--- config.mk ---
export PLATFORM = sky130hd
export DESIGN_NAME = binary_min_heap_queue
export DESIGN_NICKNAME = d
export VERILOG_FILES = /design/src/hw/rtl/bhq_pkg.sv /design/src/hw/rtl/bhq_datapath.sv /design/src/hw/rtl/bhq_ctrl.sv /design/src/hw/rtl/binary_min_heap_queue.sv
export SDC_FILE = /design/constraint.sdc
export NUM_CORES = 2
export LEC_CHECK = 0
export ABC_AREA = 1
export BUFFER_PORTS_ARGS = -buffer_cell sky130_fd_sc_hd__buf_4
export CELL_PAD_IN_SITES_DETAIL_PLACEMENT = 1
export CELL_PAD_IN_SITES_GLOBAL_PLACEMENT = 2
export CORE_ASPECT_RATIO = 1.5
export CORE_MARGIN = 8
export CORE_UTILIZATION = 42
export CTS_CLUSTER_SIZE = 8
export DETAILED_ROUTE_END_ITERATION = 6
export PLACE_DENSITY = 0.87
export REMOVE_ABC_BUFFERS = 1
export SLEW_MARGIN = 20
export SYNTH_ARGS = -nofsm -noshare
export SYNTH_HDL_FRONTEND = slang
export SYNTH_SLANG_ARGS = --single-unit
--- constraint.sdc ---
create_clock -name clock -period 7.1 [get_ports clock]
set_input_delay 0.71 -clock clock [delete_from_list [all_inputs] [get_ports clock]]
set_output_delay 0.71 -clock clock [all_outputs]
set_load 0.05 [all_outputs]
--- src/hw/rtl/bhq_pkg.sv ---
`default_nettype none

package bhq_pkg;

   // Heap depth and derived widths
   localparam int CAPACITY    = 64;
   localparam int IDX_W       = (CAPACITY > 1) ? $clog2(CAPACITY) : 1;
   localparam int CNT_W       = $clog2(CAPACITY + 1);
   localparam int CHILD_W     = IDX_W + 2;

   // Fixed field widths
   localparam int KEY_W       = 32;
   localparam int TAG_W       = 8;
   localparam int STATUS_W    = 2;
   localparam int COUNT_OUT_W = 7;

   typedef enum logic [STATUS_W-1:0] {
      ST_OK    = 2'd0,
      ST_FULL  = 2'd1,
      ST_EMPTY = 2'd2
   } status_type;

   typedef enum logic {
      KIND_INSERT  = 1'b0,
      KIND_EXTRACT = 1'b1
   } kind_type;

   typedef struct packed {
      logic [KEY_W-1:0] key;
      logic [TAG_W-1:0] tag;
   } entry_type;

   typedef enum logic [2:0] {
      S_IDLE,
      S_INS_RD,
      S_INS_CMP,
      S_EXT_LOAD,
      S_DN_RD,
      S_DN_CMP,
      S_DONE
   } state_type;

   // controller -> datapath
   typedef struct packed {
      logic ins_start;   // latch new entry at tail, count up
      logic ext_start;   // read root and last, count down
      logic flag_full;
      logic flag_empty;
      logic up_rd;       // read parent of hole
      logic up_move;     // parent moves down into hole
      logic ext_load;    // capture root as result, last as moving entry
      logic dn_rd;       // read both children of hole
      logic dn_move;     // smaller child moves up into hole
      logic put_ent;     // moving entry lands in hole
      logic out_load;    // result into output register
   } cmd_type;

   // datapath -> controller
   typedef struct packed {
      logic full;
      logic empty;
      logic pos_zero;
      logic up_less;
      logic dn_better;
      logic out_free;
   } sts_type;

endpackage

`default_nettype wire

--- src/hw/rtl/bhq_datapath.sv ---
`default_nettype none

module bhq_datapath (
   input  wire logic                        clock,
   input  wire logic                        reset,
   input  wire bhq_pkg::cmd_type            cmd,
   output bhq_pkg::sts_type                 sts,
   input  wire logic [bhq_pkg::KEY_W-1:0]   req_item_key,
   input  wire logic [bhq_pkg::TAG_W-1:0]   req_item_tag,
   output logic                             rsp_valid,
   input  wire logic                        rsp_ready,
   output logic [bhq_pkg::STATUS_W-1:0]     rsp_status,
   output logic [bhq_pkg::KEY_W-1:0]        rsp_out_key,
   output logic [bhq_pkg::TAG_W-1:0]        rsp_out_tag,
   output logic [bhq_pkg::COUNT_OUT_W-1:0]  rsp_count_after
);
   import bhq_pkg::*;

   entry_type              mem_ff [CAPACITY];
   entry_type              rd_a_ff;
   entry_type              rd_b_ff;
   entry_type              ent_ff;
   logic [IDX_W-1:0]       pos_ff;
   logic [CNT_W-1:0]       count_ff;
   status_type             res_status_ff;
   entry_type              res_ent_ff;
   logic                   rsp_valid_ff;
   status_type             rsp_status_ff;
   entry_type              rsp_ent_ff;
   logic [CNT_W-1:0]       rsp_count_ff;

   logic [IDX_W-1:0]       parent_idx;
   logic [CHILD_W-1:0]     left_w;
   logic [CHILD_W-1:0]     right_w;
   logic [CHILD_W-1:0]     count_w;
   logic                   left_ok;
   logic                   right_ok;
   logic                   pick_left;
   logic                   pick_right;
   logic [KEY_W-1:0]       best_key;
   logic [IDX_W-1:0]       rd_a_addr;
   logic [IDX_W-1:0]       rd_b_addr;
   logic                   rd_en;
   logic                   wr_en;
   entry_type              wr_data;
   logic [IDX_W-1:0]       last_idx;

   // Index arithmetic
   assign parent_idx = (pos_ff - IDX_W'(1)) >> 1;
   assign left_w     = CHILD_W'({pos_ff, 1'b1});
   assign right_w    = left_w + CHILD_W'(1);
   assign count_w    = CHILD_W'(count_ff);
   assign last_idx   = IDX_W'(count_ff - CNT_W'(1));

   // Sift-down choice: left if strictly smaller, then right if smaller still
   assign left_ok  = left_w < count_w;
   assign right_ok = right_w < count_w;

   always_comb begin
      pick_left  = 1'b0;
      pick_right = 1'b0;
      best_key   = ent_ff.key;
      if (left_ok && (rd_a_ff.key < best_key)) begin
         pick_left = 1'b1;
         best_key  = rd_a_ff.key;
      end
      if (right_ok && (rd_b_ff.key < best_key)) begin
         pick_left  = 1'b0;
         pick_right = 1'b1;
      end
   end

   // Read ports
   always_comb begin
      rd_a_addr = parent_idx;
      rd_b_addr = last_idx;
      if (cmd.ext_start) begin
         rd_a_addr = '0;
      end else if (cmd.dn_rd) begin
         rd_a_addr = left_w[IDX_W-1:0];
         rd_b_addr = right_w[IDX_W-1:0];
      end
   end

   assign rd_en = cmd.ext_start | cmd.up_rd | cmd.dn_rd;

   // Write port: the hole at pos_ff gets a parent, a child or the moving entry
   always_comb begin
      wr_en   = cmd.up_move | cmd.dn_move | cmd.put_ent;
      wr_data = ent_ff;
      if (cmd.up_move) begin
         wr_data = rd_a_ff;
      end else if (cmd.dn_move) begin
         wr_data = pick_right ? rd_b_ff : rd_a_ff;
      end
   end

   always_ff @(posedge clock) begin
      if (wr_en) begin
         mem_ff[pos_ff] <= wr_data;
      end
      if (rd_en) begin
         rd_a_ff <= mem_ff[rd_a_addr];
         rd_b_ff <= mem_ff[rd_b_addr];
      end
   end

   // Hole position, moving entry and result
   always_ff @(posedge clock) begin
      if (cmd.ins_start) begin
         ent_ff.key    <= req_item_key;
         ent_ff.tag    <= req_item_tag;
         pos_ff        <= count_ff[IDX_W-1:0];
         res_status_ff <= ST_OK;
         res_ent_ff    <= '0;
      end
      if (cmd.ext_start) begin
         res_status_ff <= ST_OK;
      end
      if (cmd.flag_full) begin
         res_status_ff <= ST_FULL;
         res_ent_ff    <= '0;
      end
      if (cmd.flag_empty) begin
         res_status_ff <= ST_EMPTY;
         res_ent_ff    <= '0;
      end
      if (cmd.ext_load) begin
         res_ent_ff <= rd_a_ff;
         ent_ff     <= rd_b_ff;
         pos_ff     <= '0;
      end
      if (cmd.up_move) begin
         pos_ff <= parent_idx;
      end
      if (cmd.dn_move) begin
         pos_ff <= pick_right ? right_w[IDX_W-1:0] : left_w[IDX_W-1:0];
      end
   end

   always_ff @(posedge clock) begin
      if (reset) begin
         count_ff <= '0;
      end else if (cmd.ins_start) begin
         count_ff <= count_ff + CNT_W'(1);
      end else if (cmd.ext_start) begin
         count_ff <= count_ff - CNT_W'(1);
      end
   end

   // Output register
   always_ff @(posedge clock) begin
      if (reset) begin
         rsp_valid_ff <= 1'b0;
      end else if (cmd.out_load) begin
         rsp_valid_ff <= 1'b1;
      end else if (rsp_ready) begin
         rsp_valid_ff <= 1'b0;
      end
   end

   always_ff @(posedge clock) begin
      if (cmd.out_load) begin
         rsp_status_ff <= res_status_ff;
         rsp_ent_ff    <= res_ent_ff;
         rsp_count_ff  <= count_ff;
      end
   end

   assign rsp_valid       = rsp_valid_ff;
   assign rsp_status      = rsp_status_ff;
   assign rsp_out_key     = rsp_ent_ff.key;
   assign rsp_out_tag     = rsp_ent_ff.tag;
   assign rsp_count_after = COUNT_OUT_W'(rsp_count_ff);

   // Status
   assign sts.full      = count_ff == CNT_W'(CAPACITY);
   assign sts.empty     = count_ff == '0;
   assign sts.pos_zero  = pos_ff == '0;
   assign sts.up_less   = ent_ff.key < rd_a_ff.key;
   assign sts.dn_better = pick_left | pick_right;
   assign sts.out_free  = ~rsp_valid_ff | rsp_ready;

endmodule

`default_nettype wire

--- src/hw/rtl/bhq_ctrl.sv ---
`default_nettype none

module bhq_ctrl (
   input  wire logic              clock,
   input  wire logic              reset,
   input  wire logic              req_valid,
   output logic                   req_ready,
   input  wire logic              req_kind,
   input  wire bhq_pkg::sts_type  sts,
   output bhq_pkg::cmd_type       cmd
);
   import bhq_pkg::*;

   state_type state_ff;
   state_type state_in;
   logic      is_extract;

   assign is_extract = kind_type'(req_kind) == KIND_EXTRACT;

   always_ff @(posedge clock) begin
      if (reset) begin
         state_ff <= S_IDLE;
      end else begin
         state_ff <= state_in;
      end
   end

   // Next state
   always_comb begin
      state_in = state_ff;
      unique case (state_ff)
         S_IDLE: begin
            if (req_valid) begin
               if (is_extract) begin
                  state_in = sts.empty ? S_DONE : S_EXT_LOAD;
               end else begin
                  state_in = sts.full ? S_DONE : S_INS_RD;
               end
            end
         end
         S_INS_RD: begin
            state_in = sts.pos_zero ? S_DONE : S_INS_CMP;
         end
         S_INS_CMP: begin
            state_in = sts.up_less ? S_INS_RD : S_DONE;
         end
         S_EXT_LOAD: begin
            state_in = sts.empty ? S_DONE : S_DN_RD;
         end
         S_DN_RD: begin
            state_in = S_DN_CMP;
         end
         S_DN_CMP: begin
            state_in = sts.dn_better ? S_DN_RD : S_DONE;
         end
         S_DONE: begin
            if (sts.out_free) begin
               state_in = S_IDLE;
            end
         end
         default: begin
            state_in = S_IDLE;
         end
      endcase
   end

   // Outputs
   always_comb begin
      cmd       = '0;
      req_ready = 1'b0;
      unique case (state_ff)
         S_IDLE: begin
            req_ready = 1'b1;
            if (req_valid) begin
               if (is_extract) begin
                  cmd.flag_empty = sts.empty;
                  cmd.ext_start  = ~sts.empty;
               end else begin
                  cmd.flag_full = sts.full;
                  cmd.ins_start = ~sts.full;
               end
            end
         end
         S_INS_RD: begin
            cmd.put_ent = sts.pos_zero;
            cmd.up_rd   = ~sts.pos_zero;
         end
         S_INS_CMP: begin
            cmd.up_move = sts.up_less;
            cmd.put_ent = ~sts.up_less;
         end
         S_EXT_LOAD: begin
            cmd.ext_load = 1'b1;
         end
         S_DN_RD: begin
            cmd.dn_rd = 1'b1;
         end
         S_DN_CMP: begin
            cmd.dn_move = sts.dn_better;
            cmd.put_ent = ~sts.dn_better;
         end
         S_DONE: begin
            cmd.out_load = sts.out_free;
         end
         default: begin
            cmd = '0;
         end
      endcase
   end

endmodule

`default_nettype wire

--- src/hw/rtl/binary_min_heap_queue.sv ---
// Binary min-heap priority queue of up to CAPACITY (64) entries, each a
// 32-bit unsigned key and an 8-bit tag. A req_ transaction either inserts
// (kind 0) or extracts the smallest key (kind 1); every request produces
// exactly one rsp_ transaction carrying a status (ok, full and dropped,
// empty), the extracted key and tag (zero otherwise) and the entry count
// after the operation. Ties never swap, so equal keys keep heap order.
// Entries live in one memory with one write port and two registered read
// ports; sifting moves a hole through the tree, one memory write per level.
// Each heap level takes a read state, then a compare-and-write state. A
// dropped insert or an extract from an empty heap goes straight to the
// response, which waits until the output register is free.
// One request is in flight at a time; the next is accepted while the
// previous response still sits in the output register. No clearing pass is
// needed after reset.

`default_nettype none

module binary_min_heap_queue (
   input  wire logic                        clock,
   input  wire logic                        reset,
   input  wire logic                        req_valid,
   output logic                             req_ready,
   input  wire logic                        req_kind,
   input  wire logic [bhq_pkg::KEY_W-1:0]   req_item_key,
   input  wire logic [bhq_pkg::TAG_W-1:0]   req_item_tag,
   output logic                             rsp_valid,
   input  wire logic                        rsp_ready,
   output logic [bhq_pkg::STATUS_W-1:0]     rsp_status,
   output logic [bhq_pkg::KEY_W-1:0]        rsp_out_key,
   output logic [bhq_pkg::TAG_W-1:0]        rsp_out_tag,
   output logic [bhq_pkg::COUNT_OUT_W-1:0]  rsp_count_after
);
   import bhq_pkg::*;

   cmd_type cmd;
   sts_type sts;

   // Sequencer: insert / extract / sift-up / sift-down flow
   bhq_ctrl u_ctrl (
      .clock     (clock),
      .reset     (reset),
      .req_valid (req_valid),
      .req_ready (req_ready),
      .req_kind  (req_kind),
      .sts       (sts),
      .cmd       (cmd)
   );

   // Heap memory, hole pointer, entry count and response register
   bhq_datapath u_datapath (
      .clock           (clock),
      .reset           (reset),
      .cmd             (cmd),
      .sts             (sts),
      .req_item_key    (req_item_key),
      .req_item_tag    (req_item_tag),
      .rsp_valid       (rsp_valid),
      .rsp_ready       (rsp_ready),
      .rsp_status      (rsp_status),
      .rsp_out_key     (rsp_out_key),
      .rsp_out_tag     (rsp_out_tag),
      .rsp_count_after (rsp_count_after)
   );

endmodule

`default_nettype wire
==> out/metrics.csv <==
stage,metric,value,unit
finish,layout overhead on the synthesized area,12.1,%
sta,Max Clk Rate,149,MHz
floorplan,Die Y,718,um
flow_run,max_cap viols,0,
detailed_routing,DRC,0,
yosys,Yosys top cell area share,60.3,%
placed_design,Port-buffer cells,95,
finish,share of layout cells above drive strength 1,7.67,%
detailed_routing,total detailed-routing wirelength,607000,um
worst_setup_path,Arrival @ worst endpoint,7.32,ns
yosys,main combinational cell family by area after synthesis,compound AO/OA/AOI/OAI gates,
global_routing,initial antenna violation count,36,
sta,Slew Limit Fails,0,
yosys,Mean Syn Cell Area,9.78,um^2
cts,TritonCTS clock tree,done,
global_routing,vias in the first global route,121000,
floorplan,Initial Utilization,42.1,%
worst_setup_path,CP Launch Type,flip-flop,
yosys,Synth area leader,edfxtp_1,
hold_path,Min-Delay Endpoint,u_datapath.ent_ff[4],
cts,clk root buf,clkbuf_16,
floorplan,FP Rows,258,
worst_setup_path,CP Class,reg -> reg,
sta,actual slew at the worst max-slew pin,1.20,ns
yosys,flip-flop and latch count after synthesis,2788,
sta,Setup TNS,0,ns
cts,Max Buffers Root-to-Sink,4,
yosys,area share of and/or/nand/nor cells after synthesis,12.7,%
yosys,Gate Count Post-Synth,14100,
global_routing,largest net degree at the start of global routing,199,
global_routing,GR Overflow Total,0,
hold_path,Min-Delay Startpoint,req_item_tag[4],
detailed_routing,vias per cell,6.58,
finish,"Core Util, Final",47.2,%
worst_setup_path,CP endpoint kind,flip-flop,
placed_design,Setup WS pre-CTS,0.264,ns
yosys,post-synthesis mux area share,0,%
placed_design,DP Wirelength,365000,um
placed_design,Final GP Congestion,0.900,
global_routing,Total GRT Usage,33.3,%
cts,CTS H-tree lvls,5,
sta,final setup margin,0.410,ns
worst_setup_path,worst endpoint required time,7.73,ns
worst_setup_path,"Max FO, Critical Path",51,
yosys,Cell variety after synth,49,
cts,CTS buffer count,390,
yosys,area share of xor/xnor cells in the synthesized design,0.0634,%
finish,Final #Nets,14000,
yosys,Post-synth EDFFs,2775,
detailed_routing,drt first pass iters,6,
sta,RSZ-0062 raised after global routing,no,
yosys,"Seq/Total Area, Yosys",60.5,%
detailed_routing,via count,120000,
outcome,outcome,completed,
floorplan,Horiz. Die Dim,484,um
cts,clk sinks,2788,
sta,Worst Clk Skew,0.0997,ns
detailed_routing,post-route ant nets,0,
hold_path,Hold Crit Depth,3,
yosys,compound-gate portion of the synthesized area,18.4,%
yosys,Synth area leaders,"edfxtp_1 60%, o21ai_0 9.1%, nand3_1 6.8%",
sta,final period utilization,94.2,%
yosys,mapped cell area,0.138,mm^2
sta,slew margin rel.,19.8,%
detailed_routing,initial DRC count,16100,
yosys,Synth Flop Type,edfxtp_1,
yosys,Post-Synth Adder-Cell Area,0.734,%
worst_setup_path,RR Startpoint,u_datapath.pos_ff[0],
global_routing,first-pass GRT wire length,859000,um
finish,"commonest cells after routing, fill and taps aside","2775 x edfxtp_1, 2523 x o21ai_0, 1877 x nand3_1",
cts,clock latency at the later pin of the worst-skew pair,0.96,ns
floorplan,core area,0.328,mm^2
finish,"commonest non-fill, non-tap cell in the layout",edfxtp_1,
sta,Tmin final,6.69,ns
worst_setup_path,R2R depth,20,
floorplan,Die Area,0.348,mm^2
worst_setup_path,Crit Reg-Reg Endpoint,u_datapath.mem_ff[37][29],
floorplan,IO Pins,96,
sta,Final setup viols,0,
worst_setup_path,R2R Setup Slk,0.41,ns
sta,final hold vios,0,
yosys,Syn. warnings,0,
hold_path,Hold Crit Class,in -> reg,
detailed_routing,DR WL/cell,33.3,um
yosys,ys async rst share,0,%
cts,clk slew on worst S/H paths,0.06,ns
## timing repair
item | CTS | global route
setup endpoints to repair | 0 | 585
hold endpoints to repair | 5 | 0
resized for setup | 0 | 0
setup buffers | 0 | 12
hold buffers | 1 | 0
## metrics by stage
stage	hold WS, ns	cell area, um^2	std cells
after floorplan	0.400	133000	13000
after global routing	0.101	155000	18200
after global placement	0.401	144000	17700
after CTS	0.0340	155000	18200
final	0.0911	155000	18200
after detailed placement	0.406	144000	17700
## cells in the mapped netlist (6+ instances only)
master       n
nand2_1   1331
o21ai_0   2524
a21oi_1   1295
buf_1       67
o221ai_1   626
inv_1     1465
nor3_1      15
ha_1        81
buf_4       19
nand3_1   1879
o211ai_1    49
o21ai_1     48
edfxtp_1  2775
inv_2       15
nand4_1      7
clkbuf_1   754
buf_2      319
clkbuf_2     6
dfxtp_1     13
a211oi_1     6
nor2_1     782
a31oi_1      6
xor2_1       8
## flip-flops by register name, summed over array words and instances, names as in the netlist
register and flops:
u_datapath.rd_b_ff 40, u_datapath.rd_a_ff 40, u_datapath.rsp_out_tag 8, u_datapath.ent_ff 40
u_datapath.rsp_valid 1, u_datapath.mem_ff 2560, u_datapath.res_status_ff 2, u_datapath.rsp_status 2
u_ctrl.state_ff 3, u_datapath.rsp_count_after 7, u_datapath.count_ff 7, u_datapath.res_ent_ff 40
u_datapath.pos_ff 6, u_datapath.rsp_out_key 32
## cell families after synthesis
family	after synthesis
AO/OA/AOI/OAI	4572
XOR/XNOR	10
adder cells (fa/ha/maj)	81
buffers and inverters	2647
flip-flops	2788
AND/OR/NAND/NOR	4027
## worst max path at each step
stage                                start                        end  depth (start not counted)
floorplan               u_ctrl.state_ff[1]     u_datapath.rd_b_ff[39]                         11
global placement    u_datapath.count_ff[4]  u_datapath.mem_ff[54][19]                         20
detailed placement    u_datapath.pos_ff[0]  u_datapath.mem_ff[54][31]                         19
CTS                   u_datapath.pos_ff[0]   u_datapath.mem_ff[16][0]                         19
global route          u_datapath.pos_ff[0]  u_datapath.mem_ff[37][29]                         20
finish                u_datapath.pos_ff[0]  u_datapath.mem_ff[37][29]                         20
## per-layer routing
layer	global-route usage [%]	part of all wire [%]	up-vias	wire, um
li1	-	-	50100	-
met1	39.3	35	60200	214000
met2	53.2	46	7483	279000
met3	7.18	9.9	2072	60400
met4	25.6	8.9	8	53900
met5	0	0.010	-	63
## worst max-delay path, cell delays in order, from the launching register on
cell,delay (ns)
edfxtp_1,0.53
inv_1,0.29
ha_1,0.20
o21bai_1,0.09
a21oi_1,0.43
nand3_4,0.54
o21ai_0,0.38
ha_1,0.29
a21oi_1,0.19
nor2_1,0.06
a211oi_1,0.26
o221ai_1,0.22
a221oi_4,0.38
nand2_4,0.22
buf_4,0.36
a21oi_4,0.26
buf_4,0.31
nand2_1,0.11
nand3_1,0.11
nand2_2,0.54
buf_4,0.49
## layout make-up
type                            count  area, um^2
Inverter                         1481        5640
Clock inverter                     12         145
Multi-Input combinational cell   8690       44900
Antenna cell                       20        50.0
Fill cell                       36100      173000
Sequential cell                  2788       83600
Timing Repair Buffer              503        5020
Tap cell                         4290        5370
Clock buffer                      425       10100
Power is not shown: default switching activity piles up to over one toggle a cycle in this logic, so the estimate is an artifact.
